<file path="config.mk">
export PLATFORM = sky130hd
export DESIGN_NAME = htdar_front
export DESIGN_NICKNAME = d
export VERILOG_FILES = /design/src/assert_macros.svh /design/src/htdar_pkg.sv /design/src/htdar_front.sv
export SDC_FILE = /design/constraint.sdc
export NUM_CORES = 1
export LEC_CHECK = 0
export BUFFER_PORTS_ARGS = -buffer_cell sky130_fd_sc_hd__buf_2
export CORE_UTILIZATION = 50
export CTS_CLUSTER_SIZE = 40
export DETAILED_ROUTE_END_ITERATION = 12
export GPL_ROUTABILITY_DRIVEN = 0
export GPL_TIMING_DRIVEN = 0
export PLACE_DENSITY = 0.74
export RECOVER_POWER = 50
export SYNTH_ARGS = -nofsm -noshare
export SYNTH_HDL_FRONTEND = slang
export SYNTH_SLANG_ARGS = --single-unit
</file>
<file path="constraint.sdc">
create_clock -name clock -period 20.7 [get_ports clock]
set_input_delay 0 -clock clock [delete_from_list [all_inputs] [get_ports clock]]
set_output_delay 0 -clock clock [all_outputs]
set_load 0.01 [all_outputs]
</file>
<file path="src/assert_macros.svh">
// Assertion macros for the RTL.
`ifndef ASSERT_MACROS_SVH
`define ASSERT_MACROS_SVH

// Checks that an antecedent implies a consequent in the same cycle.
`define ASSERT_IMPLY(label, clk, rst, ante, cons) \
   label: assert property (@(posedge clk) disable iff (rst) (ante) |-> (cons)) \
      else $error("assertion failed");

// Checks that an antecedent implies a consequent in the next cycle.
`define ASSERT_NEXT(label, clk, rst, ante, cons) \
   label: assert property (@(posedge clk) disable iff (rst) (ante) |=> (cons)) \
      else $error("assertion failed");

`endif

</file>
<file path="src/htdar_pkg.sv">
`timescale 1ns / 1ps
package htdar_pkg;
   localparam int TABLE_ENTRIES_DEFAULT = 4001;
   localparam int AGE_BITS_DEFAULT = 16;

   typedef enum logic [1:0] {
      OP_STORE = 2'd0,
      OP_PROBE = 2'd1,
      OP_AGE   = 2'd2,
      OP_CLEAR = 2'd3
   } op_type;

   typedef struct packed {
      logic [1:0]  op;
      logic [63:0] key;
      logic [7:0]  depth;
      logic [31:0] score;
      logic [1:0]  node_kind;
      logic [31:0] move_code;
   } req_type;

   typedef struct packed {
      logic        hit;
      logic [7:0]  found_depth;
      logic [31:0] found_score;
      logic [1:0]  found_kind;
      logic [31:0] found_move;
   } rsp_type;
endpackage

</file>
<file path="src/htdar_front.sv">
`timescale 1ns / 1ps
// Front: computes the slot index (key mod TABLE_ENTRIES) one 8-bit digit per
// cycle, then pushes the item into a two-entry queue.
module htdar_front #(
   parameter int TABLE_ENTRIES = htdar_pkg::TABLE_ENTRIES_DEFAULT,
   parameter int IDX_BITS = $clog2(TABLE_ENTRIES)
) (
   input  logic                 clock,
   input  logic                 reset,
   input  logic                 in_valid,
   output logic                 in_ready,
   input  htdar_pkg::req_type   in_data,
   output logic                 q_valid,
   input  logic                 q_ready,
   output htdar_pkg::req_type   q_data,
   output logic [IDX_BITS-1:0]  q_idx
);
   localparam int RB = IDX_BITS + 9;
   localparam logic [9:0] RECIP = 10'((64'd1 << RB) / 64'(TABLE_ENTRIES));

   typedef enum logic [1:0] {S_IDLE, S_REDUCE, S_PUSH} state_type;

   state_type            state_ff;
   htdar_pkg::req_type   item_ff;
   logic [IDX_BITS-1:0]  rem_ff;
   logic [2:0]           digit_ff;
   logic [RB-1:0]        wide;
   logic [RB-1:0]        red;
   logic [IDX_BITS-1:0]  rem_in;

   htdar_pkg::req_type   fifo_data_ff [2];
   logic [IDX_BITS-1:0]  fifo_idx_ff [2];
   logic                 wr_ptr_ff, rd_ptr_ff;
   logic [1:0]           count_ff;
   logic                 push, pop;

   // Horner step: rem*256 + next byte, then reduce below TABLE_ENTRIES.
   // The partial value is below 256*N, so a reciprocal multiply gives a
   // quotient estimate that is at most one low, and one correction follows.
   always_comb begin
      logic [9:0]    q8;
      logic [RB+9:0] prod;
      logic [RB+9:0] qn;
      wide = {1'b0, rem_ff, 8'h00}
           | RB'(item_ff.key[8*digit_ff +: 8]);
      prod = (RB+10)'(wide) * (RB+10)'(RECIP);
      q8 = prod[RB+9:RB];
      qn = (RB+10)'(q8) * (RB+10)'(TABLE_ENTRIES);
      red = wide - qn[RB-1:0];
      if (red >= RB'(TABLE_ENTRIES)) begin
         red = red - RB'(TABLE_ENTRIES);
      end
      rem_in = red[IDX_BITS-1:0];
   end

   assign push = (state_ff == S_PUSH) && (count_ff != 2'd2);
   assign pop = q_valid && q_ready;
   assign in_ready = (state_ff == S_IDLE);
   assign q_valid = (count_ff != 2'd0);
   assign q_data = fifo_data_ff[rd_ptr_ff];
   assign q_idx = fifo_idx_ff[rd_ptr_ff];

   always_ff @(posedge clock) begin
      if (reset) begin
         state_ff <= S_IDLE;
         count_ff <= '0;
         wr_ptr_ff <= 1'b0;
         rd_ptr_ff <= 1'b0;
      end else begin
         case (state_ff)
            S_IDLE: begin
               if (in_valid) begin
                  item_ff <= in_data;
                  rem_ff <= '0;
                  digit_ff <= 3'd7;
                  state_ff <= S_REDUCE;
               end
            end
            S_REDUCE: begin
               rem_ff <= rem_in;
               digit_ff <= digit_ff - 3'd1;
               if (digit_ff == 3'd0) begin
                  state_ff <= S_PUSH;
               end
            end
            S_PUSH: begin
               if (push) begin
                  state_ff <= S_IDLE;
               end
            end
            default: state_ff <= S_IDLE;
         endcase
         if (push) begin
            fifo_data_ff[wr_ptr_ff] <= item_ff;
            fifo_idx_ff[wr_ptr_ff] <= rem_ff;
            wr_ptr_ff <= ~wr_ptr_ff;
         end
         if (pop) begin
            rd_ptr_ff <= ~rd_ptr_ff;
         end
         count_ff <= count_ff + {1'b0, push} - {1'b0, pop};
      end
   end
endmodule

</file>
* Yosys cells after proc, flatten, opt, wreduce, memory -nomap -nowiden
Memories as Yosys holds them, arrays and structs flattened. A register that Yosys moved wholly into a read port is not among the register bits.
Index checks and enable logic that the tools add are counted.
Widths: inputs -> output; s select.
** Word-level totals
- Register bits :: 161
- RAM bits :: 304
- Bits of input ports :: 144
- Output and inout bits :: 154
- Word-level logic and storage cells :: 58
- Memories kept :: 2
** Operators by class
- Add/sub/neg operators :: 5
- $mul :: 2
- Magnitude comparators :: 1
- Equality and inequality tests :: 6
- Shift operators :: 1
- Multiplexer cells :: 16
- Bitwise operators :: 4
- Reduce and logical (&&, ||, !) cells :: 9
** Memories
- fifo_data_ff :: words 2, width 140, rd ports 1, clocked after Yosys merged registers in 1, wr ports 1, RTL line htdar_front.sv:31 : htdar_pkg::req_type fifo_data_ff [2];
- fifo_idx_ff :: words 2, width 12, rd ports 1, clocked after Yosys merged registers in 1, wr ports 1, RTL line htdar_front.sv:32 : logic [IDX_BITS-1:0] fifo_idx_ff [2];
** Operators by type and width (number)
- $shiftx 64x7->8 :: 1
- $mul 20x8->28 const B :: 1
- $mux 12 :: 2
- $pmux 12 s2 :: 1
- $ge 21x12->1 const B :: 1
- $mul 9x12->21 const B :: 1
- $sub 20x21->21 :: 1
- $or 20x8->20 :: 1
- $sub 12x12->12 const B :: 1
- $reduce_and 3->1 :: 3
- $ne 2x2->1 const B :: 4
- $mux 1 :: 7
- $mux 2 :: 3
- $pmux 2 s3 :: 1
- $pmux 3 s2 :: 1
- $reduce_bool 2->1 :: 2
- $logic_not 3->1 :: 1
- $mux 3 :: 1
- $not 1->1 :: 3
- $sub 3x1->3 const B :: 1
- $add 2x1->2 :: 1
- $eq 2x1->1 const B :: 1
- $eq 2x2->1 const B :: 1
- $logic_and 1x1->1 :: 2
- 2 further kinds :: 2

* Longest topological paths before layout
Gate-level depths: netlist of run 1.
- Depth in word-level cells :: 8
- Mapped depth :: 41
- Depth with buffers taken out :: 39

* Least setup slack after synthesis of run 1
No wires, ideal clock.
- Path type :: register to register
- Start point :: register state_ff[0]
- End point :: register item_ff[0] in the netlist's numbering, enable pin
- Setup time :: 1.031 ns
- Arrival :: 14.726 ns
- Data required time :: 19.669 ns
- Slack :: 4.944 ns
- Cell stages (with the launch flop) :: 2
- Cells stage by stage :: dfxtp_1 > nor4b_1
** On the way
- Cells in the longest elaborated chain, start to end :: 2
** RTL lines
- from (decl) :: RTL line htdar_front.sv:23 : state_type state_ff;
- from (signal assigned) :: RTL line htdar_front.sv:65 : state_ff <= S_IDLE;
- from (signal assigned) :: RTL line htdar_front.sv:76 : state_ff <= S_REDUCE;
- from (signal assigned) :: RTL line htdar_front.sv:83 : state_ff <= S_PUSH;
- $logic_not 2->1 :: RTL line htdar_front.sv:70 : case (state_ff)
- $reduce_and 3->1 (no line)
- to (signal assigned) :: RTL line htdar_front.sv:73 : item_ff <= in_data;
- to (decl) :: RTL line htdar_front.sv:24 : htdar_pkg::req_type item_ff;
Every way passes these cells.
A chain may end at the register's enable or synchronous reset.

* Final worst setup path of run 1
- Start point :: register digit_ff[1]
- End point :: register rem_ff[9], data pin
** On the way
- Cells in the longest elaborated chain, start to end :: 8
- Elaborated cells between the ends (all ways) :: 9
** RTL lines
- from (decl) :: RTL line htdar_front.sv:26 : logic [2:0] digit_ff;
- from (signal assigned) :: RTL line htdar_front.sv:81 : digit_ff <= digit_ff - 3'd1;
- $shiftx 64x7->8 (*) :: RTL line htdar_front.sv:45 : | RB'(item_ff.key[8*digit_ff +: 8]);
- $or 20x8->20 (*) :: RTL line htdar_front.sv:45
- $mul 20x8->28 :: RTL line htdar_front.sv:46 : prod = (RB+10)'(wide) * (RB+10)'(RECIP);
- $mul 9x12->21 :: RTL line htdar_front.sv:48 : qn = (RB+10)'(q8) * (RB+10)'(TABLE_ENTRIES);
- $sub 20x21->21 (*) :: RTL line htdar_front.sv:49 : red = wide - qn[RB-1:0];
- $ge 21x12->1 or $sub 12x12->12 (tied branches) :: RTL line htdar_front.sv:50, htdar_front.sv:51
- $mux 12 (*) :: RTL line htdar_front.sv:50 : if (red >= RB'(TABLE_ENTRIES)) begin
- $pmux 12 s2 (*) :: RTL line htdar_front.sv:70
- to (signal assigned) :: RTL line htdar_front.sv:80 : rem_ff <= rem_in;
- to (decl) :: RTL line htdar_front.sv:25 : logic [IDX_BITS-1:0] rem_ff;
Every way passes the cells marked *; elsewhere a longest branch is shown, timed or not.

==> flow_summary.toml, run 1 <==
[hold_path]
hold_end = "item_ff[92]"
hp-start = "in_data[92]"
hold_depth = 2
hold_class = "input pin to flop"

[logic_synthesis]
yosys_warnings = 0
synth_cells = 1332
synth_area_leaders = "edfxtp_1 (64%), mux2_2 (8.1%), ha_1 (7.1%)"
synth-edff-count = 459
synth-seq-cells = 466
synth.top_cell.area_share = 0.642
netlist_area_mm2 = 0.0215
ys_types = 73
yosysSeqAreaShare = 0.649
syn_nets = 1647
ys.flop_type = "edfxtp_1"
synth_top_cell_by_area = "edfxtp_1"
postSynth.asyncResetShare = 0
syn_area_per_cell_um2 = 16.1

[final_layout]
nNetsFinal = 2186
drive_gt1_frac = 0.300
stdcell_count = 2445
finish.utilization = 0.638
area_growth_pct = 25.3

[critical_path]
worstPathRequired_ps = 21010
crit_arrival_ps = 12370
ff2ff_setup_slack_ps = 8640
critical_path_class = "flop to flop"
cpLargestDelayFamily = "adder cells"
slowest_delay_ps = 780
r2r-end = "rem_ff[9]"
crit_fanout = 10
crit_slowest_cell = "buf_1"
reg2regPathDepth = 34
path_buf_inv = 7
start_kind = "flop"
r2r_start = "digit_ff[1]"
crit_cells = 34
cp-end-kind = "flop"

[clock_tree]
post_cts_resized = 0
clkTransAtPathRegs_ps = 70
cts_tree = "done"
clockBufferDepth = 3
clockRootBuffer = "clkbuf_16"
htree_levels = 2
postCtsSetupRepairBufs = 0
clk_latency_ps = 590
cts_inserted_buffers = 45
holdBufCountCts = 143
clock-sinks = 466

[global_routing]
antenna_found_initial = 3
grt_usage = 0.233
grt_pass1_wl_um = 77500
grt_remaining_overflow = 0
grt_pass1_vias = 13900
grt_start_max_net_pins = 15

[detailed_routing]
drt_pass1_iterations = 5
vias_per_cell = 5.35
wl_per_cell_um = 20.6
drtIter0Drc = 785
drt-total-wl_um = 50300
drcViolationCount = 0
vias = 13100
ant_nets = 0

[die]
start_util = 0.509
placementRows = 75
core-area_mm2 = 0.0421
die_x_um = 209
die_area_mm2 = 0.0438
io_pins = 298
die_y_um = 209

[sta]
rsz0062_at_grt = "false"
finalMaxSlewViolations = 0
worst_slew_pin_slew_ps = 1020
finalCritPeriodShare = 0.582
finalHoldViolCount = 0
setup_viol = 0
fin_crit_ps = 12060
setup_ws_ps = 8640
hold_slack_ps = 120
max_freq_mhz = 82.9
clock_skew_ps = 18.2
maxSlewHeadroom = 0.318

[status]
status = "finished, final reports clean"

[placement]
port_buffers = 296
placed_cells = 2220
hpwl_um = 35700
place_ws_ps = 8690

[job]
cap_violations = 0
[per-layer routing]
metal  GRT usage  routed length (µm)  up-vias
li1            -                   -     6047
met1       0.278               19600     6490
met2       0.416               25600      449
met3      0.0485                3460       91
met4      0.0854                1640        0
met5           0                   0        -
[logic make-up after synthesis]
logic type	share of synthesized area
flops	0.649
simple gates	0.0387
mux	0.106
fa+ha+maj	0.118
compound gates	0.0435
xor+xnor	0.0147
buf+inv	0.0311
[metrics by stage]
stage	instance area (µm²)	setup TNS, ps
final	26900	0
after global routing	26900	0
after detailed placement	24200	0
after CTS	27000	0
after global placement	23600	-446400
after floorplan	21500	0
[worst max-delay path by stage]
stage	slack, ps	start	to
2_1_floorplan	4940	state_ff[0]	item_ff[0]
4_1_cts	8640	digit_ff[1]	rem_ff[9]
3_5_place_dp	8690	digit_ff[0]	rem_ff[9]
6_report	8640	digit_ff[1]	rem_ff[9]
3_3_place_gp	-3210	state_ff[0]	item_ff[39]
5_1_grt	7900	digit_ff[0]	rem_ff[9]
[layout by cell type (no fill, tap or decap), drive strengths merged, types with 4 or more instances in the layout]
cell         count
xnor2           22
a31oi            5
xor2            14
fa              50
dlygate4sd3    143
o211ai           4
nand2           48
or3              7
clkinv          17
mux4            14
nor2            38
a21o            17
and2             4
nand4            9
a211oi          13
mux2           155
o21bai           5
edfxtp         459
nor3b            4
mux2i           18
nor3            17
inv            145
nand2b           6
buf            332
nor2b            6
clkbuf         106
ha             121
dfxtp            7
a21oi           29
o21ai           23
nand3           12
[synth_stat cells (10+ instances only)]
cell type / instances
ha_1: 121
nor2_1: 38
xnor2_1: 22
a211oi_1: 13
mux2_2: 155
a21o_1: 17
nand2_1: 47
o21ai_0: 23
mux4_2: 10
inv_1: 141
clkbuf_1: 28
nand3_1: 12
mux2i_1: 17
xor2_1: 14
fa_1: 50
edfxtp_1: 459
nor3_1: 16
a21oi_1: 29
[flip-flops by register name (all words and copies together), names as in the netlist, named ones only]
name and count:
fifo_data_ff 280, item_ff 140, fifo_idx_ff 24, rem_ff 12, digit_ff 3, count_ff 2
state_ff 2, rd_ptr_ff 1, wr_ptr_ff 1
[cell type report]
class	instances	area [µm²]
fillers	2882	15200
flip-flops and latches	466	13900
multi-input cells	691	6870
repair buffers	492	3380
clock buffers	56	1170
well taps	539	674
inverters	142	536
clock inverters	23	205
plain buffers	33	133
diodes	3	7.51
Power of run 1 is not shown: default switching activity piles up to over one toggle a cycle in this logic, so the estimate is an artifact.
==> run 2, diff against run 1 <==
==> constraint.sdc (replaced) <==
create_clock -name clock -period 12.05 [get_ports clock]
set_input_delay 0 -clock clock [delete_from_list [all_inputs] [get_ports clock]]
set_output_delay 0 -clock clock [all_outputs]
set_load 0.01 [all_outputs]
==> flow_summary.toml, run 2 (synthesis gave the netlist of run 1 again) <==
[critical_path]
ff2ff_setup_slack_ps = 610
crit_fanout = 10
start_kind = "flop"
critical_path_class = "flop to flop"
crit_path_frequent_cell = "fa_1"
cpLargestDelayFamily = "adder cells"
slowest_delay_ps = 640
crit_arrival_ps = 11770
r2r-end = "rem_ff[2]"
crit_slowest_cell = "edfxtp_1"
reg2regPathDepth = 35
r2r_start = "digit_ff[1]"
path_buf_inv = 6
cp-end-kind = "flop"
worstPathRequired_ps = 12370

[global_routing]
grt_usage = 0.229
grt_start_max_net_pins = 20
grt_remaining_overflow = 0
grt_pass1_vias = 13600
antenna_found_initial = 3
grt_pass1_wl_um = 76000

[detailed_routing]
drt_pass1_iterations = 5
ant_nets = 0
vias = 13000
drtIter0Drc = 865
drcViolationCount = 0
vias_per_cell = 5.34
wl_per_cell_um = 20.3
drt-total-wl_um = 49600

[job]
cap_violations = 2

[placement]
port_buffers = 296
hpwl_um = 35200
place_ws_ps = -5.64
placed_cells = 2205

[sta]
maxSlewHeadroom = -0.442
finalMaxSlewViolations = 20
finalCritPeriodShare = 0.950
setup_viol = 0
hold_slack_ps = 122
clock_skew_ps = 15.9
fin_crit_ps = 11440
setup_ws_ps = 607
finalHoldViolCount = 0
max_freq_mhz = 87.4
rsz0062_at_grt = "false"
worst_slew_pin_slew_ps = 2130

[clock_tree]
cts_tree = "done"
clkTransAtPathRegs_ps = 60
clock-sinks = 466
cts_inserted_buffers = 47
clockRootBuffer = "clkbuf_16"
clockBufferDepth = 3
htree_levels = 2
clk_latency_ps = 580

[die]
io_pins = 298
die_x_um = 209
die_area_mm2 = 0.0438
core-area_mm2 = 0.0421
die_y_um = 209
placementRows = 75
start_util = 0.509

[hold_path]
hp-start = "in_data[92]"
hold_depth = 2
hold_end = "item_ff[92]"
hold_class = "input pin to flop"

[final_layout]
reg.largest.list = "fifo_data_ff (280), item_ff (140), fifo_idx_ff (24)"
largest-register = "fifo_data_ff"
layout_common_cells = "edfxtp_1 (459), buf_2 (291), mux2_2 (155)"
drive_gt1_frac = 0.304
largest_reg_flops = 280
mostFrequentLayoutCell = "edfxtp_1"
area_growth_pct = 26.1
stdcell_count = 2436
nNetsFinal = 2172

[status]
status = "finished, violations left"
violations = "max-capacitance violations, max-slew violations"
## run 2: per-layer routing
metal	up-vias	GRT usage	wire length, µm	part of all wire
met5	-	0	0	0
met4	0	0.0753	1320	0.027
met3	80	0.0430	2830	0.057
met2	387	0.405	25300	0.51
met1	6522	0.281	20100	0.41
li1	6016	-	-	-
## run 2: worst max-delay path by stage
stage | startpoint | endpoint | slack [ps] | depth (start not counted)
after CTS | digit_ff[1] | rem_ff[9] | 150 | 37
after global placement | state_ff[0] | fifo_data_ff[0][1] | -6190 | 2
final | digit_ff[1] | rem_ff[2] | 610 | 35
after global routing | digit_ff[1] | rem_ff[2] | 10 | 35
after floorplan | state_ff[0] | fifo_data_ff[0][0] | 310 | 2
after detailed placement | digit_ff[0] | rem_ff[9] | -6 | 37
## run 2: final cells by class
class | count | area (µm²)
flip-flops and latches | 466 | 13900
clock buffers | 59 | 1240
inverters | 142 | 536
multi-input cells | 691 | 6900
clock inverters | 27 | 278
fillers | 2829 | 15100
repair buffers | 478 | 3370
diodes | 3 | 7.51
plain buffers | 31 | 131
well taps | 539 | 674
## run 2: stage by stage
stage,setup TNS [ps],area [µm²],util
detailed placement,-5.64,24200,0.574
global route,0,27100,0.642
finish,0,27100,0.642
floorplan,0,21500,-
CTS,0,27100,0.644
global placement,-1048940,23600,0.561
## run 2: repair_timing
action,in CTS,in global routing
resized for setup,2,4
endpoints found under the setup margin,8,12
pin swaps,0,1
buffers inserted,0,1
hold buffers,143,0
endpoints found under the hold margin,160,0
Power of run 2 is left out for the same reason.
==> run 3, diff against run 2 <==
--- a/config.mk
+++ b/config.mk
@@ -6,12 +6,13 @@
 export NUM_CORES = 1
 export LEC_CHECK = 0
 export BUFFER_PORTS_ARGS = -buffer_cell sky130_fd_sc_hd__buf_2
+export CORE_ASPECT_RATIO = 1.4
 export CORE_UTILIZATION = 50
 export CTS_CLUSTER_SIZE = 40
 export DETAILED_ROUTE_END_ITERATION = 12
 export GPL_ROUTABILITY_DRIVEN = 0
 export GPL_TIMING_DRIVEN = 0
-export PLACE_DENSITY = 0.74
+export PLACE_DENSITY = 0.82
 export RECOVER_POWER = 50
 export SYNTH_ARGS = -nofsm -noshare
 export SYNTH_HDL_FRONTEND = slang
==> flow_summary.toml, run 3 (synthesis gave the netlist of run 1 again) <==
[status]
status = "finished, violations left"
violations = "max-capacitance violations, max-slew violations"

[die]
start_util = 0.509
core-area_mm2 = 0.0422
die_area_mm2 = 0.0438
die_x_um = 177
placementRows = 89
io_pins = 298
die_y_um = 247

[sta]
hold_slack_ps = 147
finalHoldViolCount = 0
clock_skew_ps = 28.5
max_freq_mhz = 86.3
fin_crit_ps = 11590
maxSlewHeadroom = -0.995
finalMaxSlewViolations = 34
setup_viol = 0
worst_slew_pin_slew_ps = 2950
finalCritPeriodShare = 0.962

[clock_tree]
htree_levels = 2
cts_tree = "done"
clockRootBuffer = "clkbuf_16"
cts_inserted_buffers = 40
clk_latency_ps = 550
clockBufferDepth = 3
clock-sinks = 466
clkTransAtPathRegs_ps = 70

[final_layout]
reg.largest.list = "fifo_data_ff (280), item_ff (140), fifo_idx_ff (24)"
largest-register = "fifo_data_ff"
layout_common_cells = "edfxtp_1 (459), buf_2 (283), mux2_2 (155)"
fillers = 2804
nNetsFinal = 2164
drive_gt1_frac = 0.299
area_growth_pct = 25.3
finish.utilization = 0.637
mostFrequentLayoutCell = "edfxtp_1"
largest_reg_flops = 280

[critical_path]
crit_fanout = 10
crit_slowest_cell = "edfxtp_1"
worstPathRequired_ps = 12450
crit_arrival_ps = 11990
slowest_delay_ps = 690
reg2regPathDepth = 33
start_kind = "flop"
cp-end-kind = "flop"
critical_path_class = "flop to flop"

[hold_path]
hold_class = "input pin to flop"
hold_depth = 2

[global_routing]
grt_remaining_overflow = 0
grt_pass1_vias = 14200
grt_pass1_wl_um = 80300
antenna_found_initial = 6
grt_start_max_net_pins = 22
grt_usage = 0.246

[detailed_routing]
drt_pass1_iterations = 5
drtIter0Drc = 1036
vias = 13300
drt-total-wl_um = 53600
vias_per_cell = 5.46
ant_nets = 0
wl_per_cell_um = 22.0
drcViolationCount = 0

[placement]
port_buffers = 296
hpwl_um = 35700

[job]
cap_violations = 3
[run 3: final timing paths]
check,start,to,slack [ps]
worst max register to register,digit_ff[1],rem_ff[10],460
worst min-delay path,in_data[96],item_ff[96],150
worst max-delay path,digit_ff[1],rem_ff[10],460
worst min register to register,item_ff[41],fifo_data_ff[1][41],440
[run 3: repair_timing]
action / 4_1_cts / 5_1_grt
buffers inserted: 0 / 1
hold buffers: 144 / 0
pin swaps: 0 / 1
resized for setup: 2 / 3
hold endpoints to repair: 164 / 0
endpoints found under the setup margin: 12 / 12
gates cloned: 0 / 0
[run 3: final cells by class]
class | instances | area, µm² | share of cell area
Timing Repair Buffer | 477 | 3350 | 0.124
Sequential cell | 466 | 13900 | 0.518
Inverter | 142 | 536 | 0.0199
Antenna cell | 7 | 17.5 | 0.000651
Buffer | 31 | 133 | 0.00493
Clock buffer | 47 | 1060 | 0.0394
Tap cell | 546 | 683 | 0.0254
Clock inverter | 26 | 302 | 0.0112
Multi-Input combinational cell | 691 | 6900 | 0.256
[run 3: routing by layer]
metal | GRT usage | share of wire | vias up
met3 | 0.0347 | 0.056 | 152
li1 | - | - | 6014
met1 | 0.257 | 0.35 | 6576
met5 | 0 | 0 | -
met2 | 0.461 | 0.54 | 532
met4 | 0.146 | 0.054 | 0
[run 3: worst max-delay path: cells and delay by family, from the launching register on]
kind / cells / cell delay (ps)
xor+xnor: 2 / 580
simple gates: 6 / 1370
fa+ha+maj: 10 / 4210
flops: 1 / 690
buf+inv: 6 / 1150
mux: 2 / 810
compound gates: 7 / 2630
[run 3: stage by stage]
step | TNS [ps] | std cells | cell area (µm²) | setup WS [ps]
final | 0 | 2433 | 26900 | 457
after global placement | -804670 | 2174 | 23600 | -5160
after global routing | -44.6 | 2433 | 26900 | -31.8
after floorplan | 0 | 1332 | 21500 | 315
after CTS | 0 | 2426 | 27000 | 91.3
after detailed placement | -264 | 2210 | 24200 | -52.9
Power of run 3 is left out for the same reason.
